<file path="src/rtl/core/adbm_pkg.sv">
// Shared types and fixed widths for the arcade drive brake mixer.
// Used by adbm_prod, adbm_scale and the top level; depends on nothing.

package adbm_pkg;

	localparam int unsigned CmdW      = 8;
	localparam int unsigned PowerW    = 9;
	localparam int unsigned BrakeW    = 8;
	localparam int unsigned FullScale = 128;
	localparam int unsigned PowNumW   = 14;
	localparam int unsigned BrkNumW   = 15;
	localparam int unsigned PowShift  = 21;
	localparam int unsigned BrkShift  = 22;
	localparam int unsigned PowRecipW = PowShift + 1;
	localparam int unsigned BrkRecipW = BrkShift + 1;

	typedef logic [CmdW-1:0]   cmd_t;
	typedef logic [PowerW-1:0] power_t;
	typedef logic [BrakeW-1:0] brake_t;

	typedef struct packed {
		cmd_t                 fwd;
		cmd_t                 trn;
		logic                 fwd_zero;
		logic                 inboard_right;
		logic                 brake;
		logic                 pow_neg;
		logic [PowNumW-1:0]   pow_num;
		logic [BrkNumW-1:0]   brk_num;
		brake_t               max_brk;
	} mix_prod_t;

endpackage

</file>
<file path="src/rtl/core/adbm_prod.sv">
// First stage of the mixer: magnitudes, inboard side and the two products
// that feed the constant divisions. Depends on adbm_pkg.

module adbm_prod #(
	parameter int unsigned TURN_DEADBAND = 50
) (
	input  adbm_pkg::cmd_t     fwd,
	input  adbm_pkg::cmd_t     trn,
	input  adbm_pkg::brake_t   max_braking,
	output adbm_pkg::mix_prod_t prod
);

	logic [7:0]  abs_fwd;
	logic [7:0]  abs_trn;
	logic [7:0]  dead;
	logic [7:0]  room;
	logic [7:0]  over;
	logic [8:0]  max_plus;
	logic [14:0] pow_full;
	logic [15:0] brk_full;

	assign dead     = 8'(TURN_DEADBAND);
	assign abs_fwd  = fwd[7] ? (8'd0 - fwd) : fwd;
	assign abs_trn  = trn[7] ? (8'd0 - trn) : trn;
	assign room     = dead - abs_trn;
	assign over     = abs_trn - dead;
	assign max_plus = {1'b0, max_braking} + 9'd1;
	assign pow_full = abs_fwd * room[6:0];
	assign brk_full = over[6:0] * max_plus;

	always_comb begin
		prod.fwd           = fwd;
		prod.trn           = trn;
		prod.fwd_zero      = (fwd == 8'd0);
		prod.inboard_right = trn[7] ? !fwd[7] : fwd[7];
		prod.brake         = (fwd != 8'd0) && (abs_trn >= dead);
		prod.pow_neg       = fwd[7];
		prod.pow_num       = pow_full[adbm_pkg::PowNumW-1:0];
		prod.brk_num       = brk_full[adbm_pkg::BrkNumW-1:0];
		prod.max_brk       = max_braking;
	end

endmodule

</file>
<file path="src/rtl/core/adbm_scale.sv">
// Second stage of the mixer: reciprocal multiplies for the two constant
// divisions and selection of the final powers and brake level. Depends on adbm_pkg.

module adbm_scale #(
	parameter int unsigned TURN_DEADBAND = 50
) (
	input  adbm_pkg::mix_prod_t prod,
	output adbm_pkg::power_t    left_pw,
	output adbm_pkg::power_t    right_pw,
	output logic                brk_valid,
	output logic                brk_side,
	output adbm_pkg::brake_t    brk_amount
);

	localparam int unsigned PowDen = TURN_DEADBAND;
	localparam int unsigned BrkDen = adbm_pkg::FullScale - TURN_DEADBAND;
	localparam logic [adbm_pkg::PowRecipW-1:0] PowRecip = adbm_pkg::PowRecipW'(
		((32'd1 << adbm_pkg::PowShift) + PowDen - 1) / PowDen);
	localparam logic [adbm_pkg::BrkRecipW-1:0] BrkRecip = adbm_pkg::BrkRecipW'(
		((32'd1 << adbm_pkg::BrkShift) + BrkDen - 1) / BrkDen);
	localparam int unsigned PowProdW = adbm_pkg::PowNumW + adbm_pkg::PowRecipW;
	localparam int unsigned BrkProdW = adbm_pkg::BrkNumW + adbm_pkg::BrkRecipW;

	logic [PowProdW-1:0] pow_prod;
	logic [BrkProdW-1:0] brk_prod;
	logic [8:0]          pow_quo;
	logic [8:0]          brk_quo;
	logic [8:0]          inboard;
	logic [8:0]          fwd9;
	logic [8:0]          trn9;
	logic [8:0]          left_base;
	logic [8:0]          right_base;

	assign pow_prod = PowProdW'(prod.pow_num) * PowProdW'(PowRecip);
	assign brk_prod = BrkProdW'(prod.brk_num) * BrkProdW'(BrkRecip);
	assign pow_quo  = pow_prod[adbm_pkg::PowShift +: 9];
	assign brk_quo  = brk_prod[adbm_pkg::BrkShift +: 9];
	assign inboard  = prod.pow_neg ? (9'd0 - pow_quo) : pow_quo;
	assign fwd9     = {prod.fwd[7], prod.fwd};
	assign trn9     = {prod.trn[7], prod.trn};

	always_comb begin
		if (prod.fwd_zero) begin
			left_base  = 9'd0 - trn9;
			right_base = trn9;
		end else begin
			left_base  = fwd9 - trn9;
			right_base = fwd9 + trn9;
		end
	end

	always_comb begin
		left_pw    = left_base;
		right_pw   = right_base;
		brk_valid  = 1'b0;
		brk_side   = 1'b0;
		brk_amount = '0;
		if (!prod.fwd_zero) begin
			if (prod.brake) begin
				if (prod.inboard_right) begin
					right_pw = '0;
				end else begin
					left_pw = '0;
				end
				brk_valid  = 1'b1;
				brk_side   = prod.inboard_right;
				brk_amount = (brk_quo > {1'b0, prod.max_brk}) ? prod.max_brk : brk_quo[7:0];
			end else begin
				if (prod.inboard_right) begin
					right_pw = inboard;
				end else begin
					left_pw = inboard;
				end
			end
		end
	end

endmodule

</file>
<file path="src/rtl/core/arcade_drive_brake_mixer.sv">
// Top level of the arcade drive brake mixer: handshakes, pipeline registers
// and the max_braking register. Depends on adbm_pkg, adbm_prod and adbm_scale.
//
// Usage:
// A command beat carries forward_cmd and turn_cmd on in_valid/in_ready. Each
// beat produces exactly one result beat on out_valid/out_ready with the left
// and right powers and the brake fields for the inboard side.
// The block is a three-register pipeline: an input register, a register after
// the two small products, and the result register after the reciprocal
// multiplies. One beat is accepted every cycle as long as the receiver takes
// results.
// When the receiver stalls, results stay in the result register and the
// earlier stages keep filling until all three hold a beat; in_ready then falls.
// Reset empties the pipeline and sets max_braking to 8. The register is
// written by cfg_wr_en/cfg_wr_data and should change only while no beat is
// in flight.

module arcade_drive_brake_mixer #(
	parameter int unsigned TURN_DEADBAND = 50
) (
	input  logic                    clk,
	input  logic                    arst_n,
	input  logic                    in_valid,
	output logic                    in_ready,
	input  logic signed [7:0]       forward_cmd,
	input  logic signed [7:0]       turn_cmd,
	input  logic                    cfg_wr_en,
	input  logic [7:0]              cfg_wr_data,
	output logic                    out_valid,
	input  logic                    out_ready,
	output logic signed [8:0]       left_power,
	output logic signed [8:0]       right_power,
	output logic                    brake_valid,
	output logic                    brake_side,
	output logic [7:0]              brake_amount
);

	localparam logic [7:0] MaxBrakingReset = 8'd8;

	adbm_pkg::brake_t    max_braking_q;
	logic                valid_s1;
	logic                valid_s2;
	logic                out_valid_q;
	adbm_pkg::cmd_t      fwd_s1;
	adbm_pkg::cmd_t      trn_s1;
	adbm_pkg::mix_prod_t prod_c;
	adbm_pkg::mix_prod_t prod_s2;
	adbm_pkg::power_t    left_c;
	adbm_pkg::power_t    right_c;
	logic                brk_valid_c;
	logic                brk_side_c;
	adbm_pkg::brake_t    brk_amount_c;
	adbm_pkg::power_t    left_q;
	adbm_pkg::power_t    right_q;
	logic                brk_valid_q;
	logic                brk_side_q;
	adbm_pkg::brake_t    brk_amount_q;
	logic                out_adv;
	logic                s2_adv;
	logic                s1_adv;

	assign out_adv  = !out_valid_q || out_ready;
	assign s2_adv   = !valid_s2 || out_adv;
	assign s1_adv   = !valid_s1 || s2_adv;
	assign in_ready = s1_adv;

	always_ff @(posedge clk or negedge arst_n) begin
		if (!arst_n) begin
			max_braking_q <= MaxBrakingReset;
			valid_s1      <= 1'b0;
			valid_s2      <= 1'b0;
			out_valid_q   <= 1'b0;
		end else begin
			if (cfg_wr_en) begin
				max_braking_q <= cfg_wr_data;
			end
			if (s1_adv) begin
				valid_s1 <= in_valid;
			end
			if (s2_adv) begin
				valid_s2 <= valid_s1;
			end
			if (out_adv) begin
				out_valid_q <= valid_s2;
			end
		end
	end

	always_ff @(posedge clk) begin
		if (s1_adv && in_valid) begin
			fwd_s1 <= forward_cmd;
			trn_s1 <= turn_cmd;
		end
		if (s2_adv && valid_s1) begin
			prod_s2 <= prod_c;
		end
		if (out_adv && valid_s2) begin
			left_q       <= left_c;
			right_q      <= right_c;
			brk_valid_q  <= brk_valid_c;
			brk_side_q   <= brk_side_c;
			brk_amount_q <= brk_amount_c;
		end
	end

	adbm_prod #(
		.TURN_DEADBAND(TURN_DEADBAND)
	) u_prod (
		.fwd        (fwd_s1),
		.trn        (trn_s1),
		.max_braking(max_braking_q),
		.prod       (prod_c)
	);

	adbm_scale #(
		.TURN_DEADBAND(TURN_DEADBAND)
	) u_scale (
		.prod      (prod_s2),
		.left_pw   (left_c),
		.right_pw  (right_c),
		.brk_valid (brk_valid_c),
		.brk_side  (brk_side_c),
		.brk_amount(brk_amount_c)
	);

	assign out_valid    = out_valid_q;
	assign left_power   = left_q;
	assign right_power  = right_q;
	assign brake_valid  = brk_valid_q;
	assign brake_side   = brk_side_q;
	assign brake_amount = brk_amount_q;

	// A braked side always carries zero power.
	a_brake_zero_power: assert property (@(posedge clk) disable iff (!arst_n)
		out_valid && brake_valid |->
			(brake_side ? (right_power == 9'sd0) : (left_power == 9'sd0)))
		else $error("braked side has nonzero power");

	// The brake level never exceeds the configured maximum.
	a_brake_limit: assert property (@(posedge clk) disable iff (!arst_n)
		out_valid && brake_valid |-> (brake_amount <= max_braking_q))
		else $error("brake level above max_braking");

	// Without braking the brake fields are all zero.
	a_no_brake_clear: assert property (@(posedge clk) disable iff (!arst_n)
		out_valid && !brake_valid |-> (!brake_side && (brake_amount == 8'd0)))
		else $error("brake fields set without braking");

	// An accepted beat always occupies the input register on the next cycle.
	a_accept_fills: assert property (@(posedge clk) disable iff (!arst_n)
		in_valid && in_ready |=> valid_s1)
		else $error("accepted beat lost at the input register");

endmodule

</file>
<file path="config.mk">
export PLATFORM = sky130hd
export DESIGN_NAME = arcade_drive_brake_mixer
export DESIGN_NICKNAME = d
export VERILOG_FILES = /design/src/rtl/core/adbm_pkg.sv /design/src/rtl/core/adbm_prod.sv /design/src/rtl/core/adbm_scale.sv /design/src/rtl/core/arcade_drive_brake_mixer.sv
export SDC_FILE = /design/constraint.sdc
export NUM_CORES = 1
export LEC_CHECK = 0
export BUFFER_PORTS_ARGS = -buffer_cell sky130_fd_sc_hd__buf_2
export CORE_UTILIZATION = 25
export DETAILED_ROUTE_END_ITERATION = 16
export SETUP_SLACK_MARGIN = 0.3
export SYNTH_ARGS = -nofsm -noshare
export SYNTH_HDL_FRONTEND = slang
export SYNTH_SLANG_ARGS = --single-unit
</file>
<file path="constraint.sdc">
create_clock -name clk -period 7.01 [get_ports clk]
set_input_delay 0.701 -clock clk [delete_from_list [all_inputs] [get_ports clk]]
set_output_delay 0.701 -clock clk [all_outputs]
set_load 0.005 [all_outputs]
</file>
# Yosys cells after proc, flatten, opt, wreduce, memory -nomap -nowiden
# Index checks and enable logic that the tools add are counted.
# word_totals
reg_bits	112
input_bits	29
out_inout_bits	30
# classes
mul	4
n_lt_le_gt_ge	2
n_mux	16
n_addsub	9
reduce_logical	14
n_bitwise	1
# op_table
cell	count
9-bit 2-to-1 mux	11
15-bit by 15-bit multiplier with 30-bit output (second input constant)	1
14-bit by 13-bit multiplier with 27-bit output (second input constant)	1
8-bit 2-to-1 mux	3
1-bit by 8-bit subtractor with 8-bit output (first input constant)	2
7-bit by 9-bit multiplier with 15-bit output	1
8-bit by 7-bit multiplier with 14-bit output	1
8-bit by 1-bit adder with 9-bit output (second input constant)	1
8-bit by 8-bit adder with 9-bit output	1
9-bit by 8-bit > comparator with 1-bit output	1
1-bit by 8-bit subtractor with 9-bit output (first input constant)	1
1-bit by 9-bit subtractor with 9-bit output (first input constant)	1
8-bit by 8-bit subtractor with 9-bit output	1
8-bit by 6-bit >= comparator with 1-bit output (second input constant)	1
8-bit logical NOT	1
8-bit nonzero test	1
6-bit by 7-bit subtractor with 7-bit output (first input constant)	1
7-bit by 6-bit subtractor with 7-bit output (second input constant)	1
1-bit logical AND	4
1-bit logical NOT	4
1-bit logical OR	3
1-bit 2-to-1 mux	2
2-bit OR reduction	1
1-bit inverter	1

# Depth between registers and ports, before layout
# logic_depth
word_depth	6
mapped_depth	27
mapped_depth_nobuf	27

# Modules after synthesis
# Synthesis repeated with hierarchy kept, for this count alone.
# hier_totals
hier_cells	1653
hier_area_um2	16400.7
# by_module_without_submodules
mod	seq_area_each_um2	cells_each	instances	area_per_inst_um2
adbm_scale	0.0	942	1	8260.4
adbm_prod	0.0	581	1	4631.9
arcade_drive_brake_mixer	3309.4	130	1	3508.4

# Worst setup path after synthesis
# OpenSTA, ideal clock, no wires.
# synth_timing
path_type	register to register
from	register trn_s1[0]
to	register prod_s2[36] in the netlist's numbering (data pin)
path_stages_with_launch	24
period_less_slack_ps	6323
arrival_ps	6058
n_path_buf	0
setup_slack_ps	687
required_time_ps	6744
cell_sequence	edfxtp_1 > clkinv_1 > ha_1 > nand2_1 > o21ai_0 > clkinv_1 > ha_1 > a21oi_1 > nor2b_1 > nor2_1 > xnor2_1 > or2_2 > fa_1 > fa_1 > inv_1 > fa_1 > fa_1 > ha_1 > a21oi_1 > nor2b_1 > o21a_1 > o31a_1 > o41ai_1 > xnor2_1
# synth_lines
item	line_no	rtl
start, declared	arcade_drive_brake_mixer.sv:45	adbm_pkg::cmd_t trn_s1;
start signal, assigned	arcade_drive_brake_mixer.sv:92	trn_s1 <= turn_cmd;
end signal, assigned	arcade_drive_brake_mixer.sv:95	prod_s2 <= prod_c;
end, declared	arcade_drive_brake_mixer.sv:47	adbm_pkg::mix_prod_t prod_s2;

# Worst setup path in the final report
# layout_timing
from	register prod_s2[8] in the netlist's numbering
to	register brk_amount_q[0], in the netlist brake_amount[0] (data pin)
# layout_between
elab_chain_len	3
# layout_lines
item	line_no	rtl
15-bit by 15-bit multiplier with 30-bit output (*)	adbm_scale.sv:35	assign brk_prod = BrkProdW'(prod.brk_num) * BrkProdW'(BrkRecip);
9-bit by 8-bit > comparator with 1-bit output	adbm_scale.sv:67	brk_amount = (brk_quo > {1'b0, prod.max_brk}) ? prod.max_brk : brk_quo[7:0];
8-bit 2-to-1 mux (*)	adbm_scale.sv:67	
end signal, assigned	arcade_drive_brake_mixer.sv:102	brk_amount_q <= brk_amount_c;
end, declared	arcade_drive_brake_mixer.sv:57	adbm_pkg::brake_t brk_amount_q;
# Mark *: on every way between the ends. The rest lies on a longest branch, timed or not.
# A chain may end at the register's enable or synchronous reset.

==> summary.md <==
| Metric | Value |
|---|---|
| Worst skew pair latency | 0.37 ns |
| Setup Crit Path Kind | reg2reg |
| Area delta synth->final | 12.6% |
| Place WS | 0.207 ns |
| Slew Limit Fails | 0 |
| Clk root buf | clkbuf_16 |
| Ys flop type | edfxtp_1 |
| Post-synthesis cell area | 15600 um^2 |
| Clk buf depth | 2 |
| Hold Vio Cnt, Final | 0 |
| CP Data Required Time | 7.23 ns |
| Grt total ovfl | 0 |
| Clk pin slew, worst setup/hold paths | 0.08 ns |
| Final non-filler cell total | 2466 |
| CP arrival | 6.78 ns |
| CTS Buf Count | 9 |
| Clock Skew | 0.00944 ns |
| Critical path peak fanout | 7 |
| Site Rows | 91 |
| Number of flops mapped to enable cells by yosys | 100 |
| Delay-heaviest family, CP | adder cells |
| Max transition margin | 44.4% |
| # diodes | 0 |
| Final GP Congestion | 0.892 |
| Drt wl/cell | 13.8 um |
| Max Cap Viol | 0 |
| Synth Register Bits | 111 |
| Final critical-path setup slack | 0.453 ns |
| Startpoint class of the critical path | flop |
| RSZ-0062 raised after global routing | true |
| IO Port Bufs | 58 |
| CTS tree | done |
| Router iterations before antenna repair | 7 |
| H-tree depth | 3 |
| Filler cell count | 6392 |
| DRC | 0 |
| Via-to-Cell Ratio | 4.33 |
| Fin nets | 2125 |
| Chip width | 252 um |
| GRT Total Usage | 11.0% |
| Minimum clock period | 6.56 ns |
| Total Wirelength | 34000 um |
| Final worst-path cycle share | 93.5% |
| DRT iter0 DRCs | 536 |
| Estimated wirelength of the detail-placed design | 28800 um |
| Core ar. | 61800 um^2 |
| CP peak stage delay | 0.53 ns |
| Via count of the first global-routing pass | 11300 |
| Via count | 10700 |
| Seq/Total Area, Yosys | 21.0% |
| FMAX | 0.153 GHz |
| Initial antenna violation count | 0 |
| Share of the synthesized area in the top cell type | 24.0% |
| Commonest non-fill, non-tap cell in the layout | inv_1 |
| Syn nets | 2032 |
| Worst path slowest cell | fa_1 |
| Mapped Cells | 1532 |
| Status | completed |
| Cells after DPL | 2422 |
| Async SR Flop Fraction | 9.91% |
| Unique masters post-synth | 72 |
| Ports | 59 |
| Syn avg cell area | 10.2 um^2 |
| CTS Sinks | 111 |
| Synth top area cells | ha_1 24%, fa_1 22%, edfxtp_1 19% |
| Share of post-route cells with drive strength above 1 | 11.0% |
| Critical path endpoint category | flop |
| Initial Util | 25.3% |
| Largest area contributor in the synthesized netlist | ha_1 |
| Die ar. | 63600 um^2 |
| Finish-stage setup viols | 0 |
| Die Span Y | 252 um |
| Most frequent cells in the layout | 326 x inv_1, 294 x ha_1, 171 x fa_1, 100 x edfxtp_1, 88 x nor2_1 |
| Synth warn | 0 |
| Post-DRT Antenna Nets | 0 |
| Largest net degree at the start of global routing | 57 |
| Min-Delay Path Class | in2async |
| Setup TNS | 0 ns |
| First-pass GRT wire length | 56500 um |
| Worst-Margin Slew | 0.834 ns |
| Sum of buffers and inverters on the critical path | 4 |
[worst register-to-register path, cell delays in order (launching register included)]
cell	delay, ns
edfxtp_1	0.51
ha_4	0.28
ha_1	0.27
inv_1	0.05
fa_1	0.50
inv_1	0.06
fa_1	0.47
ha_1	0.28
inv_1	0.05
fa_1	0.53
inv_1	0.05
ha_1	0.31
a21o_1	0.17
a21o_1	0.19
a21oi_2	0.14
o211ai_1	0.14
a21oi_1	0.19
xnor2_1	0.17
ha_1	0.29
nor2b_4	0.13
o21a_1	0.19
o21a_1	0.18
o21a_1	0.17
o21a_1	0.16
o211ai_1	0.26
a21oi_2	0.14
or3_1	0.40
a21oi_2	0.14
[repair_timing]
action | 4_1_cts | 5_1_grt
hold buffers | 0 | 0
pin swaps | 1 | 27
resized for setup | 1 | 27
setup buffers | 4 | 25
setup endpoints to repair | 7 | 13
[routing by layer]
layer  up-vias  track usage (%)  wire length (um)
met5         -                0                 0
met4         0             2.51               359
met3        23            0.958              1110
met2       172             19.5             17000
met1      5259             14.4             15600
li1       5227                -                 -
[final timing paths]
path	start	to	slack, ns	cells past startpoint
hold / removal	arst_n	max_braking_q[2]$_DFFE_PN0P_	0.19	1
hold reg to reg	valid_s1$_DFFE_PN0N_	valid_s2$_DFFE_PN0P_	0.51	1
max in group asynchronous	arst_n	max_braking_q[3]$_DFFE_PN1P_	6.57	1
min in group clk	forward_cmd[0]	fwd_s1[0]$_DFFE_PP_	0.50	1
setup reg to reg	prod_s2[8]$_DFFE_PP_	brake_amount[0]$_SDFFCE_PP0P_	0.45	27
setup / recovery	prod_s2[8]$_DFFE_PP_	brake_amount[0]$_SDFFCE_PP0P_	0.45	27
[cell type report]
type / count / area (um^2) / area share [%]
clock buffer: 9 / 225 / 1.28
sequential: 111 / 3280 / 18.6
tap: 837 / 1050 / 5.95
timing repair buffer: 98 / 598 / 3.40
clock inverter: 6 / 55.1 / 0.313
inverter: 332 / 1250 / 7.08
multi-input combinational: 1073 / 11200 / 63.4
[sequential cells by signal, indices dropped and copies added (netlist names), 8 cells and up]
| register | flops |
|---|---|
| fwd_s1 | 8 |
| trn_s1 | 8 |
| max_braking_q | 8 |
| right_power | 9 |
| brake_amount | 8 |
| prod_s2 | 56 |
| left_power | 9 |
[kinds of logic (layout without fill, tap and decap cells)]
group	Yosys count	in the layout	share of synthesized area, %
buf+inv	348	445	8.57
flops	111	111	21.0
compound gates	195	195	8.62
fa+ha+maj	471	471	45.9
simple gates	293	293	9.28
mux	13	13	0.904
xor+xnor	101	101	5.80
[cell usage after synthesis (7+ instances only)]
master	number
inv_1	330
ha_1	300
fa_1	171
edfxtp_1	100
nor2_1	90
xnor2_1	65
nand2_1	62
a21oi_1	53
xor2_1	33
nand2b_1	26
o21ai_0	24
nor2b_1	23
a21o_1	21
and2_1	19
nand3_1	19
o21bai_1	17
o21a_1	13
nand4_1	11
nor3_1	11
or2_2	11
dfrtp_1	10
clkbuf_1	9
mux2_2	9
o22ai_1	7
[metrics by stage]
| step | area [um^2] | hold WS (ns) | utilization, % |
|---|---|---|---|
| 6_report | 17600 | 0.188 | 28.5 |
| 5_1_grt | 17600 | 0.183 | 28.5 |
| 4_1_cts | 17300 | 0.176 | 28.0 |
| 3_5_place_dp | 17000 | 0.493 | 27.5 |
| 3_3_place_gp | 17000 | 0.463 | 27.5 |
| 2_1_floorplan | 15600 | 0.405 | - |
Power is not shown: default switching activity piles up to over one toggle a cycle in this logic, so the estimate is an artifact.
